`config.mk`:
```
export PLATFORM = sky130hd
export DESIGN_NAME = pow2_size_class_allocator
export DESIGN_NICKNAME = d
export VERILOG_FILES = /design/src/rtl/p2sca_pkg.sv /design/src/rtl/pow2_size_class_allocator.sv
export SDC_FILE = /design/constraint.sdc
export NUM_CORES = 2
export LEC_CHECK = 0
export BUFFER_PORTS_ARGS = -buffer_cell sky130_fd_sc_hd__buf_2
export CAP_MARGIN = 20
export CORE_MARGIN = 10
export CORE_UTILIZATION = 25
export DETAILED_ROUTE_END_ITERATION = 12
export GPL_ROUTABILITY_DRIVEN = 0
export PLACE_DENSITY = 0.37
export SYNTH_ARGS = -nofsm -noshare
export SYNTH_HDL_FRONTEND = slang
export SYNTH_SLANG_ARGS = --single-unit
```
`constraint.sdc`:
```
create_clock -name aclk -period 14.17 [get_ports aclk]
set_input_delay 2.1255 -clock aclk [delete_from_list [all_inputs] [get_ports aclk]]
set_output_delay 2.1255 -clock aclk [all_outputs]
set_load 0.03 [all_outputs]
```
`src/rtl/p2sca_pkg.sv`:
```
// p2sca_pkg: constants, codes and helpers for the power-of-two size class allocator
// no dependencies
`default_nettype none
package p2sca_pkg;

    localparam int MAX_BLOCKS     = 64;
    localparam int MIN_BLOCK_SIZE = 8;
    localparam int ADDR_BITS      = 16;
    localparam int IDX_BITS       = $clog2(MAX_BLOCKS);
    localparam int SIZE_BITS      = 17;
    localparam int LOG_BITS       = 5;
    localparam logic [LOG_BITS-1:0] MIN_LOG = LOG_BITS'($clog2(MIN_BLOCK_SIZE));
    localparam logic [SIZE_BITS:0] POOL_CAP = (SIZE_BITS+1)'(1) << ADDR_BITS;

    localparam logic [1:0] ENT_EMPTY = 2'd0;
    localparam logic [1:0] ENT_ALLOC = 2'd1;
    localparam logic [1:0] ENT_FREE  = 2'd2;

    typedef enum logic [1:0] {
        STAT_OK      = 2'd0,
        STAT_OOM     = 2'd1,
        STAT_UNKNOWN = 2'd2,
        STAT_FULL    = 2'd3
    } status_t;

    // ceil log2 of a 17-bit request, floored at the minimum block log
    function automatic logic [LOG_BITS-1:0] size_log(input logic [SIZE_BITS-1:0] req);
        logic [LOG_BITS-1:0] k;
        k = '0;
        for (int b = 0; b <= SIZE_BITS; b++) begin
            if (k == LOG_BITS'(b) && ((SIZE_BITS+1)'(1) << b) < {1'b0, req}) begin
                k = LOG_BITS'(b + 1);
            end
        end
        return (k < MIN_LOG) ? MIN_LOG : k;
    endfunction

endpackage
`default_nettype wire

```
`src/rtl/pow2_size_class_allocator.sv`:
```
// pow2_size_class_allocator: power-of-two segregated fit block allocator
// depends on p2sca_pkg
//
// channel | dir | handshake          | word
// s_      | in  | s_valid / s_ready  | func, request_size, block_address
// m_      | out | m_valid / m_ready  | granted_address, granted_size, status
// cfg     | in  | cfg_we             | cfg_wdata (pool_size)
//
// a new word is accepted only in the idle state, after the scan and decide states: the scan
// sweeps the block table through its single registered read port, the decide state
// writes back the chosen entry and loads the result, and the idle state takes a word
// reset clears the block table with a pass over every entry, s_ready low meanwhile
// a new word is taken while the previous result waits on m_; the next result
// stalls in the decide state until the output register is free
`default_nettype none
module pow2_size_class_allocator (
    input  wire                               aclk,
    input  wire                               aresetn,
    input  wire                               cfg_we,
    input  wire [p2sca_pkg::SIZE_BITS-1:0]    cfg_wdata,
    input  wire                               s_valid,
    output logic                              s_ready,
    input  wire                               s_func,
    input  wire [p2sca_pkg::SIZE_BITS-1:0]    s_request_size,
    input  wire [p2sca_pkg::ADDR_BITS-1:0]    s_block_address,
    output logic                              m_valid,
    input  wire                               m_ready,
    output logic [p2sca_pkg::ADDR_BITS-1:0]   m_granted_address,
    output logic [p2sca_pkg::SIZE_BITS-1:0]   m_granted_size,
    output logic [1:0]                        m_status
);
    import p2sca_pkg::*;

    typedef enum logic [3:0] {
        S_CLEAR  = 4'b0001,
        S_IDLE   = 4'b0010,
        S_SCAN   = 4'b0100,
        S_DECIDE = 4'b1000
    } state_t;

    typedef struct packed {
        logic [ADDR_BITS-1:0] offset;
        logic [LOG_BITS-1:0]  lg;
        logic [1:0]           st;
    } entry_t;

    // block table: one memory, registered read
    entry_t table_mem [MAX_BLOCKS];
    entry_t rd_data_reg;
    logic                 mem_we;
    logic [IDX_BITS-1:0]  mem_waddr;
    entry_t               mem_wdata;
    logic [IDX_BITS-1:0]  rd_addr;

    state_t state_reg, state_next;
    logic [IDX_BITS:0]    cnt_reg, cnt_next;     // read address counter
    logic [IDX_BITS:0]    chk_reg, chk_next;     // index of entry in rd_data_reg
    logic                 rd_ok_reg, rd_ok_next;

    logic [SIZE_BITS-1:0] pool_reg;
    logic [SIZE_BITS-1:0] nfo_reg, nfo_next;
    logic [SIZE_BITS-1:0] used_reg, used_next;

    // captured request
    logic                 func_reg;
    logic [LOG_BITS-1:0]  lg_reg;
    logic [ADDR_BITS-1:0] addr_reg;

    // scan results
    logic                 best_v_reg, best_v_next;
    logic [IDX_BITS-1:0]  best_i_reg, best_i_next;
    logic [ADDR_BITS-1:0] best_off_reg, best_off_next;
    logic [LOG_BITS-1:0]  best_lg_reg, best_lg_next;
    logic                 emp_v_reg, emp_v_next;
    logic [IDX_BITS-1:0]  emp_i_reg, emp_i_next;

    logic                 mv_reg;
    logic [ADDR_BITS-1:0] ma_reg;
    logic [SIZE_BITS-1:0] ms_reg;
    logic [1:0]           mst_reg;
    logic                 out_free;
    logic [SIZE_BITS:0]   blk_size, eff_pool, need;

    assign s_ready  = (state_reg == S_IDLE);
    assign m_valid  = mv_reg;
    assign m_granted_address = ma_reg;
    assign m_granted_size    = ms_reg;
    assign m_status          = mst_reg;
    assign out_free = !mv_reg || m_ready;
    assign rd_addr  = cnt_reg[IDX_BITS-1:0];

    assign blk_size = (SIZE_BITS+1)'(1) << lg_reg;
    assign eff_pool = ({1'b0, pool_reg} > POOL_CAP) ? POOL_CAP : {1'b0, pool_reg};
    assign need     = {1'b0, used_reg} + blk_size;

    always_ff @(posedge aclk) begin
        if (mem_we) begin
            table_mem[mem_waddr] <= mem_wdata;
        end
        rd_data_reg <= table_mem[rd_addr];
    end

    always_comb begin
        state_next    = state_reg;
        cnt_next      = cnt_reg;
        chk_next      = chk_reg;
        rd_ok_next    = 1'b0;
        nfo_next      = nfo_reg;
        used_next     = used_reg;
        best_v_next   = best_v_reg;
        best_i_next   = best_i_reg;
        best_off_next = best_off_reg;
        best_lg_next  = best_lg_reg;
        emp_v_next    = emp_v_reg;
        emp_i_next    = emp_i_reg;
        mem_we        = 1'b0;
        mem_waddr     = rd_addr;
        mem_wdata     = '{offset: '0, lg: '0, st: ENT_EMPTY};
        unique case (state_reg)
            S_CLEAR: begin
                mem_we   = 1'b1;
                cnt_next = cnt_reg + 1'b1;
                if (cnt_reg == (IDX_BITS+1)'(MAX_BLOCKS - 1)) begin
                    state_next = S_IDLE;
                end
            end
            S_IDLE: begin
                if (s_valid) begin
                    state_next  = S_SCAN;
                    cnt_next    = '0;
                    best_v_next = 1'b0;
                    emp_v_next  = 1'b0;
                end
            end
            S_SCAN: begin
                // issue read at cnt, examine the one read last cycle
                if (!cnt_reg[IDX_BITS]) begin
                    rd_ok_next = 1'b1;
                    chk_next   = cnt_reg;
                    cnt_next   = cnt_reg + 1'b1;
                end
                if (rd_ok_reg) begin
                    if (func_reg) begin
                        if (!best_v_reg && rd_data_reg.st == ENT_ALLOC &&
                            rd_data_reg.offset == addr_reg) begin
                            best_v_next  = 1'b1;
                            best_i_next  = chk_reg[IDX_BITS-1:0];
                            best_lg_next = rd_data_reg.lg;
                        end
                    end else if (rd_data_reg.st == ENT_FREE && rd_data_reg.lg == lg_reg) begin
                        if (!best_v_reg || rd_data_reg.offset < best_off_reg) begin
                            best_v_next   = 1'b1;
                            best_i_next   = chk_reg[IDX_BITS-1:0];
                            best_off_next = rd_data_reg.offset;
                        end
                    end else if (rd_data_reg.st == ENT_EMPTY && !emp_v_reg) begin
                        emp_v_next = 1'b1;
                        emp_i_next = chk_reg[IDX_BITS-1:0];
                    end
                end else if (cnt_reg[IDX_BITS]) begin
                    state_next = S_DECIDE;
                end
            end
            S_DECIDE: begin
                if (out_free) begin
                    state_next = S_IDLE;
                    if (func_reg) begin
                        if (best_v_reg) begin
                            mem_we    = 1'b1;
                            mem_waddr = best_i_reg;
                            mem_wdata = '{offset: addr_reg, lg: best_lg_reg, st: ENT_FREE};
                        end
                    end else if (best_v_reg) begin
                        mem_we    = 1'b1;
                        mem_waddr = best_i_reg;
                        mem_wdata = '{offset: best_off_reg, lg: lg_reg, st: ENT_ALLOC};
                    end else if (need <= eff_pool && emp_v_reg) begin
                        mem_we    = 1'b1;
                        mem_waddr = emp_i_reg;
                        mem_wdata = '{offset: nfo_reg[ADDR_BITS-1:0], lg: lg_reg,
                                      st: ENT_ALLOC};
                        nfo_next  = nfo_reg + blk_size[SIZE_BITS-1:0];
                        used_next = need[SIZE_BITS-1:0];
                    end
                end
            end
            default: state_next = S_CLEAR;
        endcase
    end

    always_ff @(posedge aclk) begin
        if (!aresetn) begin
            state_reg <= S_CLEAR;
            cnt_reg   <= '0;
            rd_ok_reg <= 1'b0;
            pool_reg  <= SIZE_BITS'(65536);
            nfo_reg   <= '0;
            used_reg  <= '0;
            mv_reg    <= 1'b0;
        end else begin
            state_reg <= state_next;
            cnt_reg   <= cnt_next;
            rd_ok_reg <= rd_ok_next;
            nfo_reg   <= nfo_next;
            used_reg  <= used_next;
            if (cfg_we) begin
                pool_reg <= cfg_wdata;
            end
            if (state_reg == S_DECIDE && out_free) begin
                mv_reg <= 1'b1;
            end else if (m_ready) begin
                mv_reg <= 1'b0;
            end
        end
    end

    // payload registers
    always_ff @(posedge aclk) begin
        chk_reg      <= chk_next;
        best_v_reg   <= best_v_next;
        best_i_reg   <= best_i_next;
        best_off_reg <= best_off_next;
        best_lg_reg  <= best_lg_next;
        emp_v_reg    <= emp_v_next;
        emp_i_reg    <= emp_i_next;
        if (s_valid && s_ready) begin
            func_reg <= s_func;
            lg_reg   <= size_log(s_request_size);
            addr_reg <= s_block_address;
        end
        if (state_reg == S_DECIDE && out_free) begin
            if (func_reg) begin
                ma_reg  <= best_v_reg ? addr_reg : '0;
                ms_reg  <= best_v_reg ? SIZE_BITS'(SIZE_BITS'(1) << best_lg_reg) : '0;
                mst_reg <= best_v_reg ? STAT_OK : STAT_UNKNOWN;
            end else if (best_v_reg) begin
                ma_reg  <= best_off_reg;
                ms_reg  <= blk_size[SIZE_BITS-1:0];
                mst_reg <= STAT_OK;
            end else if (need > eff_pool) begin
                ma_reg  <= '0;
                ms_reg  <= '0;
                mst_reg <= STAT_OOM;
            end else if (!emp_v_reg) begin
                ma_reg  <= '0;
                ms_reg  <= '0;
                mst_reg <= STAT_FULL;
            end else begin
                ma_reg  <= nfo_reg[ADDR_BITS-1:0];
                ms_reg  <= blk_size[SIZE_BITS-1:0];
                mst_reg <= STAT_OK;
            end
        end
    end

`ifndef SYNTHESIS
    // no word taken outside the idle state: not during the clearing pass, the scan or the decide state
    a_no_accept_busy: assert property (@(posedge aclk) disable iff (!aresetn)
        (state_reg != S_IDLE) |-> !s_ready)
        else $error("word accepted while busy");
    // result is raised only from the decide state
    a_result_source: assert property (@(posedge aclk) disable iff (!aresetn)
        $rose(mv_reg) |-> $past(state_reg == S_DECIDE))
        else $error("result without decision");
    // used total never shrinks
    a_used_mono: assert property (@(posedge aclk) disable iff (!aresetn)
        $past(aresetn) |-> (used_reg >= $past(used_reg)))
        else $error("used total shrank");
    // error results carry zero size and zero address
    a_err_zero: assert property (@(posedge aclk) disable iff (!aresetn)
        (mv_reg && mst_reg != STAT_OK) |-> (ms_reg == '0 && ma_reg == '0))
        else $error("error result with payload");
`endif

endmodule
`default_nettype wire
```
==> flow_summary.ini <==
[finish]
area_growth_syn_to_layout_pct = 17.58
layout-drive-gt1-share_pct = 29.15
n_fill_cell = 25510
largest_register_ffs = 1472
nNetsFinal = 3514

[yosys]
yosysMostFrequentCell = edfxtp_1
syn-cell-area_mm2 = 0.06588
synthesis.nets = 3319
synth_area_leaders = edfxtp_1, mux4_2, dfxtp_1
ys_warn_count = 0
yosys-top-cells-count = edfxtp_1, mux4_2, nor2_1
synth_edf_count = 1570
yosysSeqAreaShare_pct = 74.17
netlist_instances = 3195
yosys.area.top_type_share_pct = 71.56
syn_area_per_cell_um2 = 20.62
yosys.area.top_type = edfxtp_1
ys.flop_type = edfxtp_1
ys_types = 76
async_reset_ff_share_pct = 0
synth-seq-cells = 1656

[placement]
dp_hpwl_um = 129800
dpl_worst_slack_ns = 5.261
port_buffers = 92

[power]
leakage_uw = 0.02007
switching_share_pct = 24.65
p_per_area_mw_per_mm2 = 147.8
clkPwrFrac_pct = 42.3
power_switching_uw = 2823
vdd_drop_max_mv = 0.09861
pwr-share-comb_pct = 9.5
seq_power_share_pct = 48.2
p_int_uw = 8629

[floorplan]
die_w_um = 533.3
ios = 93
dieHeight_um = 533.3
rows = 188
die-area_mm2 = 0.2845
core_area_mm2 = 0.2623
start_util_pct = 25.12

[clocking]
post_cts_resized = 0
postCtsSetupRepairBufs = 0
cts_htree_levels = 4
cts_tree = yes
cts_hold_buf = 0
ctsRootBufferMaster = clkbuf_16
clock_latency_ns = 0.85
clock_sink_count = 1656
clk_pin_slew_worst_paths_ns = 0.06
clock_path_buffers = 3
cts_made_buffers = 187

[outcome]
status = finished clean

[grt]
antenna_found_initial = 29
grt_max_degree = 102
grtUsageTotal_pct = 14.06
grt_pass1_wl_um = 283000
overflow = 0
grt_pass1_vias = 32850

[timing]
worst_slack_ns = 5.375
relSlewSlack_pct = 20.05
max_slew.worst_pin.slew_ns = 1.199
period_minus_slack_ns = 8.795
rsz0062_at_grt = no
hold_viol = 0
fin_setup_tns_ns = 0
maxSlewViolCount = 0
setup_violations = 0
timing.hold.ws_ns = 0.4230
clock_skew_ns = 0.06239
clock.fmax_mhz = 113.7
fin_crit_sh_pct = 62.07

[worst_setup_path]
r2r-start = lg_reg[0]$_SDFFCE_PN1P_
critPathCaptureType = register
cp-startpoint = lg_reg[0]$_SDFFCE_PN1P_
reg2reg_depth = 23
worstPathRequired_ns = 14.64
worstPathMaxFanout = 64
critPathKind = reg -> reg
cp.arrival_ns = 9.27
startpoint_type = register
r2r_end = table_mem[26][5]$_DFFE_PP_
r2r_slack_ns = 5.37

[route]
ant_nets = 0
vias_per_cell = 4.561
vias = 32290
wl_per_cell_um = 28.98
drt_first_pass_iters = 7
drt_iter0_markers = 3106
drc_errors = 0
postRouteWirelength_um = 205200

[worst_hold_path]
hold_depth = 0
min_to = best_i_reg[1]$_DFFE_PP_
holdCritStartpoint = chk_reg[1]$_DFFE_PP_
hold_class = reg -> reg

[job]
drv_cap = 0
logic make-up after synthesis:
| group | share of synthesized area (%) |
|---|---|
| AND/OR/NAND/NOR | 3.500 |
| AO/OA/AOI/OAI | 2.397 |
| multiplexers | 16.85 |
| adder cells (fa/ha/maj) | 1.314 |
| flip-flops | 74.17 |
| buffers and inverters | 1.098 |
| XOR/XNOR | 0.6647 |
how the worst max path moves through the flow:
stage	endpoint	slack, ns
4_1_cts	table_mem[54][5]$_DFFE_PP_	5.22
6_report	table_mem[26][5]$_DFFE_PP_	5.37
3_5_place_dp	table_mem[24][5]$_DFFE_PP_	5.26
5_1_grt	table_mem[24][5]$_DFFE_PP_	4.78
2_1_floorplan	table_mem[0][2]$_DFFE_PP_	6.48
3_3_place_gp	table_mem[24][5]$_DFFE_PP_	5.45
worst max-delay path, stage by stage, from the launching register on:
cell and delay (ns):
edfxtp_1 0.53, or3b_2 0.58, nor2_1 0.21, ha_1 0.31
a21o_1 0.18, a21o_1 0.19, a21oi_1 0.23, o21a_1 0.20
o21ai_0 0.19, o211ai_1 0.27, mux2i_1 0.20, nand2_1 0.12
ha_1 0.25, a2111oi_0 0.48, a22oi_1 0.13, o31ai_1 0.77
nand2_1 0.20, nor3_4 0.14, buf_4 0.35, o21ai_0 0.38
nor2_4 0.69, buf_4 0.71, a22o_2 0.26, buf_4 0.74
power groups by stage:
stage / sequential [µW] / combinational (µW) / clock, µW
2_1_floorplan: 5540 / 703 / 0
3_3_place_gp: 5620 / 1130 / 0
3_5_place_dp: 5620 / 1120 / 0
4_1_cts: 5520 / 1120 / 4980
5_1_grt: 5530 / 1150 / 5180
6_report: 5520 / 1090 / 4840
placed cells by master, fill, tap and decap left out, types with 15 or more instances in the layout:
cell / netlist / routed
a21o_1: 15 / 15
a21oi_1: 73 / 72
a31oi_1: 23 / 23
buf_2: 2 / 93
buf_4: 2 / 62
bufinv_16: 0 / 16
clkbuf_1: 110 / 39
clkbuf_16: 0 / 191
clkinv_1: 2 / 44
clkinv_2: 0 / 34
dfxtp_1: 86 / 80
diode_2: 0 / 15
edfxtp_1: 1570 / 1570
ha_1: 66 / 66
inv_1: 33 / 32
mux2i_1: 19 / 19
mux4_2: 483 / 483
nand2_1: 144 / 144
nand2b_1: 18 / 18
nand3_1: 24 / 24
nand4_1: 19 / 19
nor2_1: 156 / 102
nor2_4: 1 / 55
o21ai_0: 48 / 47
xnor2_1: 38 / 38
metrics by stage:
| stage | util [%] | area (µm²) | cells | power (µW) |
|---|---|---|---|---|
| floorplan | - | 65880 | 3195 | 6243 |
| global placement | 27.16 | 71230 | 6712 | 6751 |
| detailed placement | 27.18 | 71290 | 6716 | 6743 |
| CTS | 29.52 | 77430 | 7065 | 11620 |
| global route | 29.52 | 77430 | 7068 | 11860 |
| finish | 29.54 | 77460 | 7080 | 11450 |
per-layer routing:
layer | global-route usage (%) | wire, µm | vias up
met5 | 0 | 0 | -
met4 | 2.662 | 3287 | 0
met3 | 2.567 | 11020 | 217
met2 | 21.84 | 93980 | 870
met1 | 20.66 | 96890 | 17480
li1 | - | - | 13730
area by class of cell:
type / instances / area (µm²) / area share [%]
antenna: 15 / 37.54 / 0.04846
clock inverter: 113 / 1132 / 1.462
timing repair buffer: 159 / 1018 / 1.315
tap: 3515 / 4398 / 5.677
inverter: 35 / 131.4 / 0.1696
sequential: 1656 / 48880 / 63.11
multi-input combinational: 1351 / 16850 / 21.76
clock buffer: 236 / 5009 / 6.466
No activity file was read; power rests on OpenSTA's default activity.
